File: config.mk
export PLATFORM = sky130hd
export DESIGN_NAME = equal_interval_break_generator_core
export DESIGN_NICKNAME = d
export VERILOG_FILES = /design/src/sv/eibg_pkg.sv /design/src/sv/eibg_div.sv /design/src/sv/equal_interval_break_generator_core.sv
export SDC_FILE = /design/constraint.sdc
export NUM_CORES = 1
export LEC_CHECK = 0
export BUFFER_PORTS_ARGS = -buffer_cell sky130_fd_sc_hd__buf_4
export CAP_MARGIN = 10
export CORE_MARGIN = 2
export CORE_UTILIZATION = 50
export DETAILED_ROUTE_END_ITERATION = 8
export HOLD_SLACK_MARGIN = 0.1
export PLACE_DENSITY = 0.66
export SYNTH_ARGS = -nofsm -noshare
export SYNTH_HDL_FRONTEND = slang
export SYNTH_SLANG_ARGS = --single-unit
File: constraint.sdc
create_clock -name aclk -period 7 [get_ports aclk]
set_input_delay 1.05 -clock aclk [delete_from_list [all_inputs] [get_ports aclk]]
set_output_delay 1.05 -clock aclk [all_outputs]
set_load 0.05 [all_outputs]
File: src/sv/eibg_pkg.sv
// ----------------------------------------------------------------------------
// eibg_pkg
// Shared types and constants of the equal interval break generator: sequencer
// states, configuration register indexes and class count widths.
// ----------------------------------------------------------------------------
package eibg_pkg;

    // width of the requested class count field
    localparam int COUNT_BITS = 6;
    // width of an internal class count, holds up to 64
    localparam int NUM_BITS = 7;

    // configuration register indexes
    localparam int CFG_INDEX_BITS = 2;
    localparam logic [CFG_INDEX_BITS-1:0] CFG_SYM_ENABLE  = 2'd0;
    localparam logic [CFG_INDEX_BITS-1:0] CFG_SYM_ASTRIDE = 2'd1;
    localparam logic [CFG_INDEX_BITS-1:0] CFG_SYM_POINT   = 2'd2;

    // sequencer states
    typedef enum logic [2:0] {
        ST_IDLE,
        ST_DIFF,
        ST_ABS,
        ST_PICK,
        ST_LAUNCH,
        ST_DIV,
        ST_BACK,
        ST_EMIT
    } eibg_state_t;

endpackage

File: src/sv/eibg_div.sv
// ----------------------------------------------------------------------------
// eibg_div
// Serial restoring divider: unsigned dividend by an unsigned class count, one
// quotient bit per cycle, done pulses once the quotient is final.
// ----------------------------------------------------------------------------
module eibg_div #(
    parameter int DIVIDEND_BITS = 33
) (
    input  logic                              aclk,
    input  logic                              aresetn,
    input  logic                              start,
    input  logic [DIVIDEND_BITS-1:0]          dividend,
    input  logic [eibg_pkg::NUM_BITS-1:0]     divisor,
    output logic                              done,
    output logic [DIVIDEND_BITS-1:0]          quotient
);

    localparam int CNT_BITS = $clog2(DIVIDEND_BITS + 1);

    logic                             busy_reg;
    logic                             done_reg;
    logic [CNT_BITS-1:0]              cnt_reg;
    logic [DIVIDEND_BITS-1:0]         quo_reg;
    logic [eibg_pkg::NUM_BITS-1:0]    rem_reg;
    logic [eibg_pkg::NUM_BITS:0]      trial;
    logic                             fits;

    // trial subtraction of the divisor from the shifted partial remainder
    always_comb begin
        trial = {rem_reg, quo_reg[DIVIDEND_BITS-1]};
        fits  = (trial >= {1'b0, divisor});
    end

    // control: busy flag, bit counter and done pulse
    always_ff @(posedge aclk) begin
        if (!aresetn) begin
            busy_reg <= 1'b0;
            done_reg <= 1'b0;
            cnt_reg  <= '0;
        end else begin
            done_reg <= 1'b0;
            if (start) begin
                busy_reg <= 1'b1;
                cnt_reg  <= CNT_BITS'(DIVIDEND_BITS);
            end else if (busy_reg) begin
                cnt_reg <= cnt_reg - CNT_BITS'(1);
                if (cnt_reg == CNT_BITS'(1)) begin
                    busy_reg <= 1'b0;
                    done_reg <= 1'b1;
                end
            end
        end
    end

    // datapath: dividend shifts out as quotient bits shift in
    always_ff @(posedge aclk) begin
        if (start) begin
            quo_reg <= dividend;
            rem_reg <= '0;
        end else if (busy_reg) begin
            quo_reg <= {quo_reg[DIVIDEND_BITS-2:0], fits};
            if (fits) begin
                rem_reg <= eibg_pkg::NUM_BITS'(trial - {1'b0, divisor});
            end else begin
                rem_reg <= trial[eibg_pkg::NUM_BITS-1:0];
            end
        end
    end

    assign done     = done_reg;
    assign quotient = quo_reg;

endmodule

File: src/sv/equal_interval_break_generator_core.sv
// ----------------------------------------------------------------------------
// equal_interval_break_generator_core
// Equal interval class break generator in signed fixed point.
// ----------------------------------------------------------------------------
// Usage:
//   A request beat on s_ carries range_min, range_max and class_count. The
//   block answers with one result beat on m_ per class: the upper break of the
//   class, its index, and tlast on the final break, which equals range_max.
//   The cfg_ channel writes the symmetric mode enable, the astride flag and the
//   symmetry point; cfg_ready is always high, writes belong between requests.
// Sequence:
//   After its beat a request passes the set-up states DIFF, ABS, PICK and LAUNCH,
//   then the serial divider, then steps back from the maximum in BACK when the
//   symmetric start lies below it, then emits one break per cycle while the
//   receiver keeps m_tready high, then returns to idle for the next request.
//   s_tready is high only while no request is in progress; the serial divider
//   and the one shared accumulator keep requests from overlapping.
// Reset and stalls:
//   Reset clears the sequencer, the configuration and m_tvalid, not the datapath.
//   A low m_tready holds the pending break in the output register and pauses the
//   sequencer; the last break may still wait there while the next request is taken.
// ----------------------------------------------------------------------------
module equal_interval_break_generator_core #(
    parameter int MAX_CLASSES = 63,
    parameter int VALUE_BITS  = 32
) (
    input  logic                                     aclk,
    input  logic                                     aresetn,
    // request channel
    input  logic                                     s_tvalid,
    output logic                                     s_tready,
    // tdata: range_min, range_max, class_count, zero padding
    input  logic [((2*VALUE_BITS+6+7)/8)*8-1:0]      s_tdata,
    // result channel
    output logic                                     m_tvalid,
    input  logic                                     m_tready,
    // tdata: break_value, break_index, zero padding
    output logic [((VALUE_BITS+6+7)/8)*8-1:0]        m_tdata,
    // tlast: last_break
    output logic                                     m_tlast,
    // configuration write channel
    input  logic                                     cfg_valid,
    output logic                                     cfg_ready,
    input  logic [eibg_pkg::CFG_INDEX_BITS-1:0]      cfg_index,
    input  logic [VALUE_BITS-1:0]                    cfg_data
);

    localparam int W         = VALUE_BITS + 4;
    localparam int DW        = VALUE_BITS + 2;
    localparam int NB        = eibg_pkg::NUM_BITS;
    localparam int CB        = eibg_pkg::COUNT_BITS;
    localparam int M_TDATA_W = ((VALUE_BITS + 6 + 7) / 8) * 8;

    localparam logic signed [W-1:0] VAL_MAX =
        {{(W-VALUE_BITS+1){1'b0}}, {(VALUE_BITS-1){1'b1}}};
    localparam logic signed [W-1:0] VAL_MIN =
        {{(W-VALUE_BITS+1){1'b1}}, {(VALUE_BITS-1){1'b0}}};

    eibg_pkg::eibg_state_t state_reg, state_next;

    // configuration registers
    logic                        sym_en_reg;
    logic                        sym_astride_reg;
    logic [VALUE_BITS-1:0]       sym_point_reg;

    // request and working registers
    logic signed [W-1:0]         min_reg;
    logic signed [W-1:0]         max_reg;
    logic signed [W-1:0]         point_ext;
    logic [NB-1:0]               num_reg;
    logic signed [W-1:0]         d0_reg;
    logic signed [W-1:0]         d1_reg;
    logic                        neg_reg;
    logic                        low_start_reg;
    logic [DW-1:0]               dividend_reg;
    logic signed [W-1:0]         step_reg;
    logic signed [W-1:0]         run_reg;
    logic [NB-1:0]               cnt_reg;
    logic [NB-1:0]               last_idx_reg;

    // output register
    logic                        m_valid_reg;
    logic [VALUE_BITS-1:0]       m_value_reg;
    logic [CB-1:0]               m_index_reg;
    logic                        m_last_reg;

    // request fields and clamped count
    logic [VALUE_BITS-1:0]       in_min;
    logic [VALUE_BITS-1:0]       in_max;
    logic [CB-1:0]               in_count;
    logic [NB-1:0]               count_clamped;

    // divider hookup
    logic                        div_start;
    logic                        div_done;
    logic [DW-1:0]               div_quo;
    logic signed [W-1:0]         quo_ext;

    // accumulator and result selection
    logic                        emit_load;
    logic                        is_last;
    logic signed [W-1:0]         sum;
    logic [VALUE_BITS-1:0]       sat_value;
    logic                        below_lt;
    logic signed [W-1:0]         dmin;

    assign in_min   = s_tdata[VALUE_BITS-1:0];
    assign in_max   = s_tdata[2*VALUE_BITS-1:VALUE_BITS];
    assign in_count = s_tdata[2*VALUE_BITS+CB-1:2*VALUE_BITS];

    assign point_ext = {{(W-VALUE_BITS){sym_point_reg[VALUE_BITS-1]}}, sym_point_reg};
    assign quo_ext   = {{(W-DW){1'b0}}, div_quo};

    // zero count means one class, large counts stop at the limit
    always_comb begin
        if (in_count == '0) begin
            count_clamped = NB'(1);
        end else if ({1'b0, in_count} > NB'(MAX_CLASSES)) begin
            count_clamped = NB'(MAX_CLASSES);
        end else begin
            count_clamped = {1'b0, in_count};
        end
    end

    // symmetric choice of the nearer side
    always_comb begin
        below_lt = (d0_reg < d1_reg);
        dmin     = below_lt ? d0_reg : d1_reg;
    end

    // next break and its saturation to the value range
    always_comb begin
        sum     = run_reg + step_reg;
        is_last = (cnt_reg == last_idx_reg);
        if (sum > VAL_MAX) begin
            sat_value = VAL_MAX[VALUE_BITS-1:0];
        end else if (sum < VAL_MIN) begin
            sat_value = VAL_MIN[VALUE_BITS-1:0];
        end else begin
            sat_value = sum[VALUE_BITS-1:0];
        end
    end

    // sequencer: next state and strobes
    always_comb begin
        state_next = state_reg;
        s_tready   = 1'b0;
        div_start  = 1'b0;
        emit_load  = 1'b0;
        case (state_reg)
            eibg_pkg::ST_IDLE: begin
                s_tready = 1'b1;
                if (s_tvalid) begin
                    state_next = eibg_pkg::ST_DIFF;
                end
            end
            eibg_pkg::ST_DIFF:   state_next = eibg_pkg::ST_ABS;
            eibg_pkg::ST_ABS:    state_next = eibg_pkg::ST_PICK;
            eibg_pkg::ST_PICK:   state_next = eibg_pkg::ST_LAUNCH;
            eibg_pkg::ST_LAUNCH: begin
                div_start  = 1'b1;
                state_next = eibg_pkg::ST_DIV;
            end
            eibg_pkg::ST_DIV: begin
                if (div_done) begin
                    state_next = low_start_reg ? eibg_pkg::ST_EMIT : eibg_pkg::ST_BACK;
                end
            end
            eibg_pkg::ST_BACK: begin
                if (cnt_reg == '0) begin
                    state_next = eibg_pkg::ST_EMIT;
                end
            end
            eibg_pkg::ST_EMIT: begin
                emit_load = !m_valid_reg || m_tready;
                if (emit_load && is_last) begin
                    state_next = eibg_pkg::ST_IDLE;
                end
            end
            default: state_next = eibg_pkg::ST_IDLE;
        endcase
    end

    // state register
    always_ff @(posedge aclk) begin
        if (!aresetn) begin
            state_reg <= eibg_pkg::ST_IDLE;
        end else begin
            state_reg <= state_next;
        end
    end

    // configuration writes
    always_ff @(posedge aclk) begin
        if (!aresetn) begin
            sym_en_reg      <= 1'b0;
            sym_astride_reg <= 1'b0;
            sym_point_reg   <= '0;
        end else if (cfg_valid) begin
            case (cfg_index)
                eibg_pkg::CFG_SYM_ENABLE:  sym_en_reg      <= cfg_data[0];
                eibg_pkg::CFG_SYM_ASTRIDE: sym_astride_reg <= cfg_data[0];
                eibg_pkg::CFG_SYM_POINT:   sym_point_reg   <= cfg_data;
                default: ;
            endcase
        end
    end

    assign cfg_ready = 1'b1;

    // working datapath, one step per state
    always_ff @(posedge aclk) begin
        case (state_reg)
            eibg_pkg::ST_IDLE: begin
                min_reg <= {{(W-VALUE_BITS){in_min[VALUE_BITS-1]}}, in_min};
                max_reg <= {{(W-VALUE_BITS){in_max[VALUE_BITS-1]}}, in_max};
                num_reg <= count_clamped;
            end
            eibg_pkg::ST_DIFF: begin
                d0_reg <= sym_en_reg ? (min_reg - point_ext) : (max_reg - min_reg);
                d1_reg <= max_reg - point_ext;
            end
            eibg_pkg::ST_ABS: begin
                neg_reg <= d0_reg[W-1];
                d0_reg  <= d0_reg[W-1] ? -d0_reg : d0_reg;
                d1_reg  <= d1_reg[W-1] ? -d1_reg : d1_reg;
            end
            eibg_pkg::ST_PICK: begin
                if (!sym_en_reg) begin
                    dividend_reg  <= d0_reg[DW-1:0];
                    low_start_reg <= 1'b1;
                end else begin
                    dividend_reg  <= {dmin[DW-2:0], 1'b0};
                    neg_reg       <= 1'b0;
                    low_start_reg <= below_lt;
                    // odd count when astride, even count otherwise
                    if (sym_astride_reg != num_reg[0]) begin
                        num_reg <= num_reg + NB'(1);
                    end
                end
            end
            eibg_pkg::ST_DIV: begin
                if (div_done) begin
                    step_reg     <= neg_reg ? -quo_ext : quo_ext;
                    run_reg      <= low_start_reg ? min_reg : max_reg;
                    cnt_reg      <= low_start_reg ? '0 : num_reg;
                    last_idx_reg <= num_reg - NB'(1);
                end
            end
            eibg_pkg::ST_BACK: begin
                // walk down from the maximum by n steps
                if (cnt_reg != '0) begin
                    run_reg <= run_reg - step_reg;
                    cnt_reg <= cnt_reg - NB'(1);
                end
            end
            eibg_pkg::ST_EMIT: begin
                if (emit_load) begin
                    run_reg <= sum;
                    cnt_reg <= cnt_reg + NB'(1);
                end
            end
            default: ;
        endcase
    end

    // output register
    always_ff @(posedge aclk) begin
        if (!aresetn) begin
            m_valid_reg <= 1'b0;
        end else if (emit_load) begin
            m_valid_reg <= 1'b1;
        end else if (m_tready) begin
            m_valid_reg <= 1'b0;
        end
    end

    always_ff @(posedge aclk) begin
        if (emit_load) begin
            m_value_reg <= is_last ? max_reg[VALUE_BITS-1:0] : sat_value;
            m_index_reg <= cnt_reg[CB-1:0];
            m_last_reg  <= is_last;
        end
    end

    assign m_tvalid = m_valid_reg;
    assign m_tdata  = M_TDATA_W'({m_index_reg, m_value_reg});
    assign m_tlast  = m_last_reg;

    // shared serial divider
    eibg_div #(
        .DIVIDEND_BITS (DW)
    ) u_div (
        .aclk     (aclk),
        .aresetn  (aresetn),
        .start    (div_start),
        .dividend (dividend_reg),
        .divisor  (num_reg),
        .done     (div_done),
        .quotient (div_quo)
    );

endmodule
==> results.cfg, run 1 <==
[run]
max-cap-violations = 0

[clock_network]
ctsRootBufferMaster = sky130_fd_sc_hd__clkbuf_16
clock_net_sink_count = 391
cts_inserted_buffers = 48
cts_buffer_depth = 3
source_to_sink_clock_delay_at_the_later_pin_of_the_worst_skew_pair_ns = 0.61
cts_tree = yes
post-cts-setup-buffers = 0
cts.reportedPaths.clkPinSlew_ns = 0.07
cts_hold_buffers = 0
cts-htree-levels = 2
cts_resized = 0

[sta]
finalClockSkew_ns = 0.0212
worst_slew_margin_relative_to_its_limit_pct = 20.2
slew_viol_final = 0
setup_ws_ns = 2.66
timing.final.crit_share_pct = 62.0
max_freq_mhz = 231
setup_viol = 0
setup_total_negative_slack_ns = 0
whs_ns = 0.460
hold_viol_final = 0
final.min_clock_period_ns = 4.34
rsz0062_at_grt = no
tightest_slew_ns = 1.19

[synth]
synth_most_common_cell = sky130_fd_sc_hd__edfxtp_1
syn_inst = 3029
synth_largest_area_cell = sky130_fd_sc_hd__edfxtp_1
synth_edf_count = 338
yosysUniqueCellTypes = 104
postSynthAreaPerCell_sq_um = 9.45
synth_sequential_area_ratio_pct = 39.2
yosysWarningCount = 0
post_synth_instance_area_sq_um = 28600
yosys_register_bits = 391
postSynth.asyncResetShare_pct = 0
synth_top_cells_by_area = sky130_fd_sc_hd__edfxtp_1 35%, sky130_fd_sc_hd__ha_1 9.6%, sky130_fd_sc_hd__xnor2_1 5.3%
ys_flop_type = sky130_fd_sc_hd__edfxtp_1
synth_largest_type_area_fraction_pct = 35.5
synth.cells.most_frequent = 338 x sky130_fd_sc_hd__edfxtp_1, 256 x sky130_fd_sc_hd__a21oi_1, 240 x sky130_fd_sc_hd__nand2_1

[placement]
post-place-cells = 3823
placement.cell_area_sq_um = 30400
detailedPlace.worstSlack_ns = 2.78
number_of_port_buffers = 149
placer_s_final_routability_congestion_estimate = 0.987
dp.final_hpwl_mm = 68.1

[grt]
busiest_layer = met2
grt_antenna_before_repair = 3
number_of_global_route_vias_before_repair = 22767
gr-usage-all-layers_pct = 29.7
globalRouteMet3Util_pct = 3.62
remaining_global_route_overflow = 0
grt_met2_usage_pct = 44.9
grt_start_max_net_pins = 91
met1_demand_to_capacity_share_in_global_routing_pct = 44.5
global_route_wire_length_before_repair_mm = 135

[power_and_ir_drop]
p_per_area_nw_per_um2 = 273
net_switching_power_mw = 3.05
clkPwrFrac_pct = 31.4
irDropWorstVdd_uv = 311
seq_power_share_pct = 37.8
internal_power_mw = 5.69
comb_power_share_pct = 30.8
power.static_leakage_nw = 12.6
power.share.switching_pct = 34.9

[finish]
antenna_cells_inserted = 0
area.growth.synth_to_final_pct = 12.2
fin_cells = 3913
design_area_sq_um = 32100
finish.net_count = 3455
drive_above_1_share_pct = 11.5

[die]
coreArea_sq_um = 56500
floorplan.initialDensity_pct = 50.7
dieWidth_microns = 243
rows = 87
die_h_microns = 243
die-area_sq_um = 59200
top_level_ports = 155

[routing]
detail_route.iter0.violations = 2322
routed-via-count = 24141
drt-pass1-iter-count = 6
wirelength_routed_mm = 89.7
final_routed_wire_length_divided_by_cell_count_microns = 22.9
final_antenna_net_count = 0
via_per_inst = 6.17
drt_drc_violations_left = 0

[setup_path]
critical_path.max_fanout = 5
endpoint_kind = register
cp-start-kind = register
timing.critical_path.cells = inv_1 -> ha_1 -> fa_1 -> nor2b_1 -> o21a_1 -> o21ai_0 -> a21oi_1 -> a41oi_1 -> o21ai_0 -> nand2_1 -> a31oi_1 -> a31oi_1 -> or2_2
path_type_of_the_worst_setup_path = reg -> reg
worst_ep_required_time_ns = 7.34
timing.critical_path.arrival_ns = 4.68
cp_slowest_cell = sky130_fd_sc_hd__o21ai_0
crit_path_max_incr_delay_ns = 0.62

[status]
run_status = finished clean

[min_path]
min-delay-path-class = reg -> reg
[worst paths after layout]
path	start	to	slack [ns]	cells past startpoint
worst max register to register	max_reg[0]	d1_reg[35]	2.66	13
worst min-delay path	sym_point_reg[19]	sym_point_reg[19]	0.46	2
worst max-delay path	max_reg[0]	d1_reg[35]	2.66	13
worst min register to register	sym_point_reg[19]	sym_point_reg[19]	0.46	2
[worst max-delay path, delay by kind of cell, from the launching register on]
family | cells | cell delay, ns
adder cells (fa/ha/maj) | 2 | 0.67
buffers and inverters | 1 | 0.11
AO/OA/AOI/OAI | 7 | 2.25
AND/OR/NAND/NOR | 3 | 0.65
flip-flops | 1 | 0.36
[placed cells by master (no fill, tap or decap), types with 20 or more instances in the layout]
| cell type | instances |
|---|---|
| sky130_fd_sc_hd__or3_1 | 26 |
| sky130_fd_sc_hd__mux2_2 | 36 |
| sky130_fd_sc_hd__nand3_1 | 59 |
| sky130_fd_sc_hd__o21bai_1 | 29 |
| sky130_fd_sc_hd__nand4_1 | 24 |
| sky130_fd_sc_hd__a21oi_1 | 256 |
| sky130_fd_sc_hd__nor3_1 | 61 |
| sky130_fd_sc_hd__buf_4 | 171 |
| sky130_fd_sc_hd__dfxtp_1 | 52 |
| sky130_fd_sc_hd__xnor2_1 | 174 |
| sky130_fd_sc_hd__nor4_1 | 24 |
| sky130_fd_sc_hd__clkbuf_16 | 52 |
| sky130_fd_sc_hd__nor2b_1 | 36 |
| sky130_fd_sc_hd__a221oi_1 | 20 |
| sky130_fd_sc_hd__a21boi_0 | 44 |
| sky130_fd_sc_hd__o31ai_1 | 26 |
| sky130_fd_sc_hd__edfxtp_1 | 338 |
| sky130_fd_sc_hd__nor2_1 | 215 |
| sky130_fd_sc_hd__mux2i_1 | 69 |
| sky130_fd_sc_hd__a21o_1 | 96 |
| sky130_fd_sc_hd__inv_1 | 215 |
| sky130_fd_sc_hd__xor2_1 | 59 |
| sky130_fd_sc_hd__ha_1 | 220 |
| sky130_fd_sc_hd__nand2_1 | 240 |
| sky130_fd_sc_hd__o22ai_1 | 61 |
| sky130_fd_sc_hd__a211oi_1 | 22 |
| sky130_fd_sc_hd__nand2b_1 | 43 |
| sky130_fd_sc_hd__o211ai_1 | 22 |
| sky130_fd_sc_hd__o21ai_0 | 128 |
| sky130_fd_sc_hd__o21a_1 | 29 |
[kinds of logic (layout without fill, tap and decap cells)]
kind of cell               count (synthesis)  in the layout  synth area share, %
and+or+nand+nor                          835            835                 14.4
AOI/OAI and AO/OA                        884            884                 20.5
DFF                                      391            391                 39.2
adders and majority gates                227            227                 10.1
buffers and inverters                    352            479                 4.91
muxes                                    105            105                 3.83
other                                      2              3               0.0262
xor gates and xnor gates                 233            233                 7.13
[layer usage]
metal	up-vias	wire length, microns
li1	11327	-
met1	11701	41500
met2	984	38800
met3	129	7100
met4	0	2300
met5	-	0
[power by group through the flow]
stage | sequential, mW | clock [mW] | combinational [mW]
3_3_place_gp | 3.33 | 0 | 2.57
5_1_grt | 3.33 | 2.87 | 2.96
2_1_floorplan | 3.13 | 0 | 1.99
6_report | 3.31 | 2.74 | 2.70
4_1_cts | 3.29 | 2.79 | 2.65
3_5_place_dp | 3.33 | 0 | 2.62
[area by class of cell]
class	instances	area, sq um
clock buffers	64	1430
clock inverters	26	320
fillers	4984	24400
inverters	218	818
multi-input cells	2287	16100
flip-flops and latches	391	11200
well taps	756	946
repair buffers	171	1280
[per-stage QoR]
stage               power, mW  util (%)
floorplan                5.12         -
global placement         5.90      53.7
detailed placement       5.96      53.7
CTS                      8.73      56.8
global route             9.16      56.8
finish                   8.75      56.8
(Power assumes the default switching activity.)
==> run 2: changes to the inputs <==
==> constraint.sdc (replaced) <==
create_clock -name aclk -period 4.3 [get_ports aclk]
set_input_delay 0.645 -clock aclk [delete_from_list [all_inputs] [get_ports aclk]]
set_output_delay 0.645 -clock aclk [all_outputs]
set_load 0.05 [all_outputs]
==> run 2 against run 1 <==
Non-clock buffer count increased by 31. Sequential cell count unchanged. Clock power increased by 46%. First-iteration DRC count increased by 2.3%. Clock-buffer cell count decreased by 10. Via count increased by 0.62%. Sequential share of layout area decreased by 0.080 points. Critical path depth decreased by 2. Combinational power increased by 64%. Largest cell class unchanged. Largest power group unchanged.
==> results.cfg, run 2 (synthesis gave the netlist of run 1 again) <==
[power_and_ir_drop]
power.share.switching_pct = 35.5
post-layout-total-power_mw = 13.8
comb_power_share_pct = 32.1
seq_power_share_pct = 38.9
power.static_leakage_nw = 12.6
p_per_area_nw_per_um2 = 429
irDropWorstVdd_uv = 320
net_switching_power_mw = 4.90
internal_power_mw = 8.91
clkPwrFrac_pct = 29.0

[routing]
wirelength_routed_mm = 89.5
detail_route.wirelength.met1_mm = 40.6
routed-via-count = 24290
drt_drc_violations_left = 0
final_routed_wire_length_divided_by_cell_count_microns = 22.7
drt-pass1-iter-count = 6
via_per_inst = 6.17
top_layer = met4
detail_route.iter0.violations = 2375
final_antenna_net_count = 0
routed-wl-met3_mm = 7.44
wl_met2_mm = 38.9

[placement]
detailedPlace.worstSlack_ns = 0.394
number_of_port_buffers = 149
post-place-cells = 3853
placer_s_final_routability_congestion_estimate = 0.972
dp.final_hpwl_mm = 68.7

[finish]
layout.core_utilization_pct = 56.9
final_cell_mix = 338 x sky130_fd_sc_hd__edfxtp_1, 256 x sky130_fd_sc_hd__a21oi_1, 240 x sky130_fd_sc_hd__nand2_1
layout.filler_cells = 4976
area.growth.synth_to_final_pct = 12.4
layout.area.seq_sq_um = 11200
antenna_cells_inserted = 0
most_common_cell_after_layout_fill_and_taps_aside = sky130_fd_sc_hd__edfxtp_1
finish.net_count = 3484
multi_input_area_sq_um = 16100
drive_above_1_share_pct = 12.1
fin_cells = 3939

[grt]
remaining_global_route_overflow = 0
gr-usage-all-layers_pct = 29.5
grt_antenna_before_repair = 0
global_route_wire_length_before_repair_mm = 135
number_of_global_route_vias_before_repair = 22893
grt_start_max_net_pins = 95

[clock_network]
cts-htree-levels = 2
post-cts-setup-buffers = 0
cts_buffer_depth = 3
clock_net_sink_count = 391
cts_resized = 0
source_to_sink_clock_delay_at_the_later_pin_of_the_worst_skew_pair_ns = 0.61
cts.reportedPaths.clkPinSlew_ns = 0.06
ctsRootBufferMaster = sky130_fd_sc_hd__clkbuf_16
cts_tree = yes
cts_hold_buffers = 0
cts_inserted_buffers = 46

[min_path]
whs_endpoint = min_reg[19]
min-delay-path-class = in -> reg
hold-path-cell-count = 1
hold_start = s_tdata[19]

[setup_path]
worst_r2r_endpoint = d0_reg[32]
cp-start-kind = register
path_type_of_the_worst_setup_path = reg -> reg
worst_ep_required_time_ns = 4.66
reg2reg_from = min_reg[0]
critical_path.max_fanout = 4
endpoint_kind = register
timing.critical_path.arrival_ns = 4.37
reg_to_reg_slack_setup_ns = 0.28
worstRegToRegCells = 11

[die]
dieWidth_microns = 243
die-area_sq_um = 59200
rows = 87
coreArea_sq_um = 56500
top_level_ports = 155
floorplan.initialDensity_pct = 50.7
die_h_microns = 243

[sta]
hold_viol_final = 0
final.min_clock_period_ns = 4.02
setup_ws_ns = 0.285
slew_viol_final = 0
max_freq_mhz = 249
timing.final.crit_share_pct = 93.4
setup_viol = 0
tightest_slew_ns = 1.10
finalClockSkew_ns = 0.0263
worst_slew_margin_relative_to_its_limit_pct = 26.8
setup_total_negative_slack_ns = 0
rsz0062_at_grt = no

[status]
run_status = finished clean

[run]
max-cap-violations = 0
[run 2: cell count changes in the layout (fill, tap and decap cells not counted), moves of 2 or more]
cell and delta:
sky130_fd_sc_hd__clkinvlp_4 +6, sky130_fd_sc_hd__clkbuf_16 -5, sky130_fd_sc_hd__buf_4 +26, sky130_fd_sc_hd__clkbuf_8 -7
sky130_fd_sc_hd__buf_12 +5, sky130_fd_sc_hd__inv_4 -3, sky130_fd_sc_hd__clkbuf_1 +2, sky130_fd_sc_hd__bufinv_16 -2
[run 2: per-stage QoR]
stage / instance area, sq um / hold slack (ns)
after floorplan: 28600 / 0.443
after detailed placement: 30600 / 0.458
after global placement: 30600 / 0.453
after global routing: 32200 / 0.186
final: 32200 / 0.213
after CTS: 32200 / 0.174
[run 2: cell type report]
cell class | instances | area share (%)
Multi-Input combinational cell | 2287 | 50.0
Sequential cell | 391 | 34.9
Timing Repair Buffer | 202 | 4.91
Clock buffer | 54 | 3.77
Tap cell | 756 | 2.94
Inverter | 218 | 2.54
Clock inverter | 31 | 0.996
[run 2: power by group through the flow]
stage | registers (mW) | clock network (mW) | logic [mW]
2_1_floorplan | 5.10 | 0 | 3.24
3_3_place_gp | 5.39 | 0 | 4.22
3_5_place_dp | 5.41 | 0 | 4.32
4_1_cts | 5.34 | 4.08 | 4.37
5_1_grt | 5.40 | 4.23 | 4.87
6_report | 5.37 | 4.00 | 4.44
[run 2: worst max-delay path, cell delays in order (launching register included)]
cell and delay, ns:
sky130_fd_sc_hd__edfxtp_1 0.43, sky130_fd_sc_hd__ha_1 0.26, sky130_fd_sc_hd__fa_1 0.39, sky130_fd_sc_hd__nor2b_1 0.25, sky130_fd_sc_hd__o31ai_1 0.12, sky130_fd_sc_hd__a211oi_1 0.41
sky130_fd_sc_hd__o21ai_0 0.26, sky130_fd_sc_hd__a211oi_1 0.59, sky130_fd_sc_hd__o21ai_0 0.27, sky130_fd_sc_hd__a31o_2 0.28, sky130_fd_sc_hd__o221a_2 0.33, sky130_fd_sc_hd__a21o_1 0.17
[run 2: layer usage]
layer,vias to the layer above,GRT usage (%)
met5,-,0
met4,0,8.81
met3,138,4.15
met2,942,45.2
met1,11841,43.3
li1,11369,-
[run 2: how the worst max path moves through the flow]
stage,end,from,slack (ns)
after global placement,d0_reg[33],min_reg[0],0.43
after global routing,m_value_reg[23],step_reg[23],0.12
final,d0_reg[32],min_reg[0],0.28
after floorplan,cnt_reg[0],m_tready,0.76
after detailed placement,d0_reg[32],min_reg[0],0.39
after CTS,d0_reg[32],min_reg[0],0.38
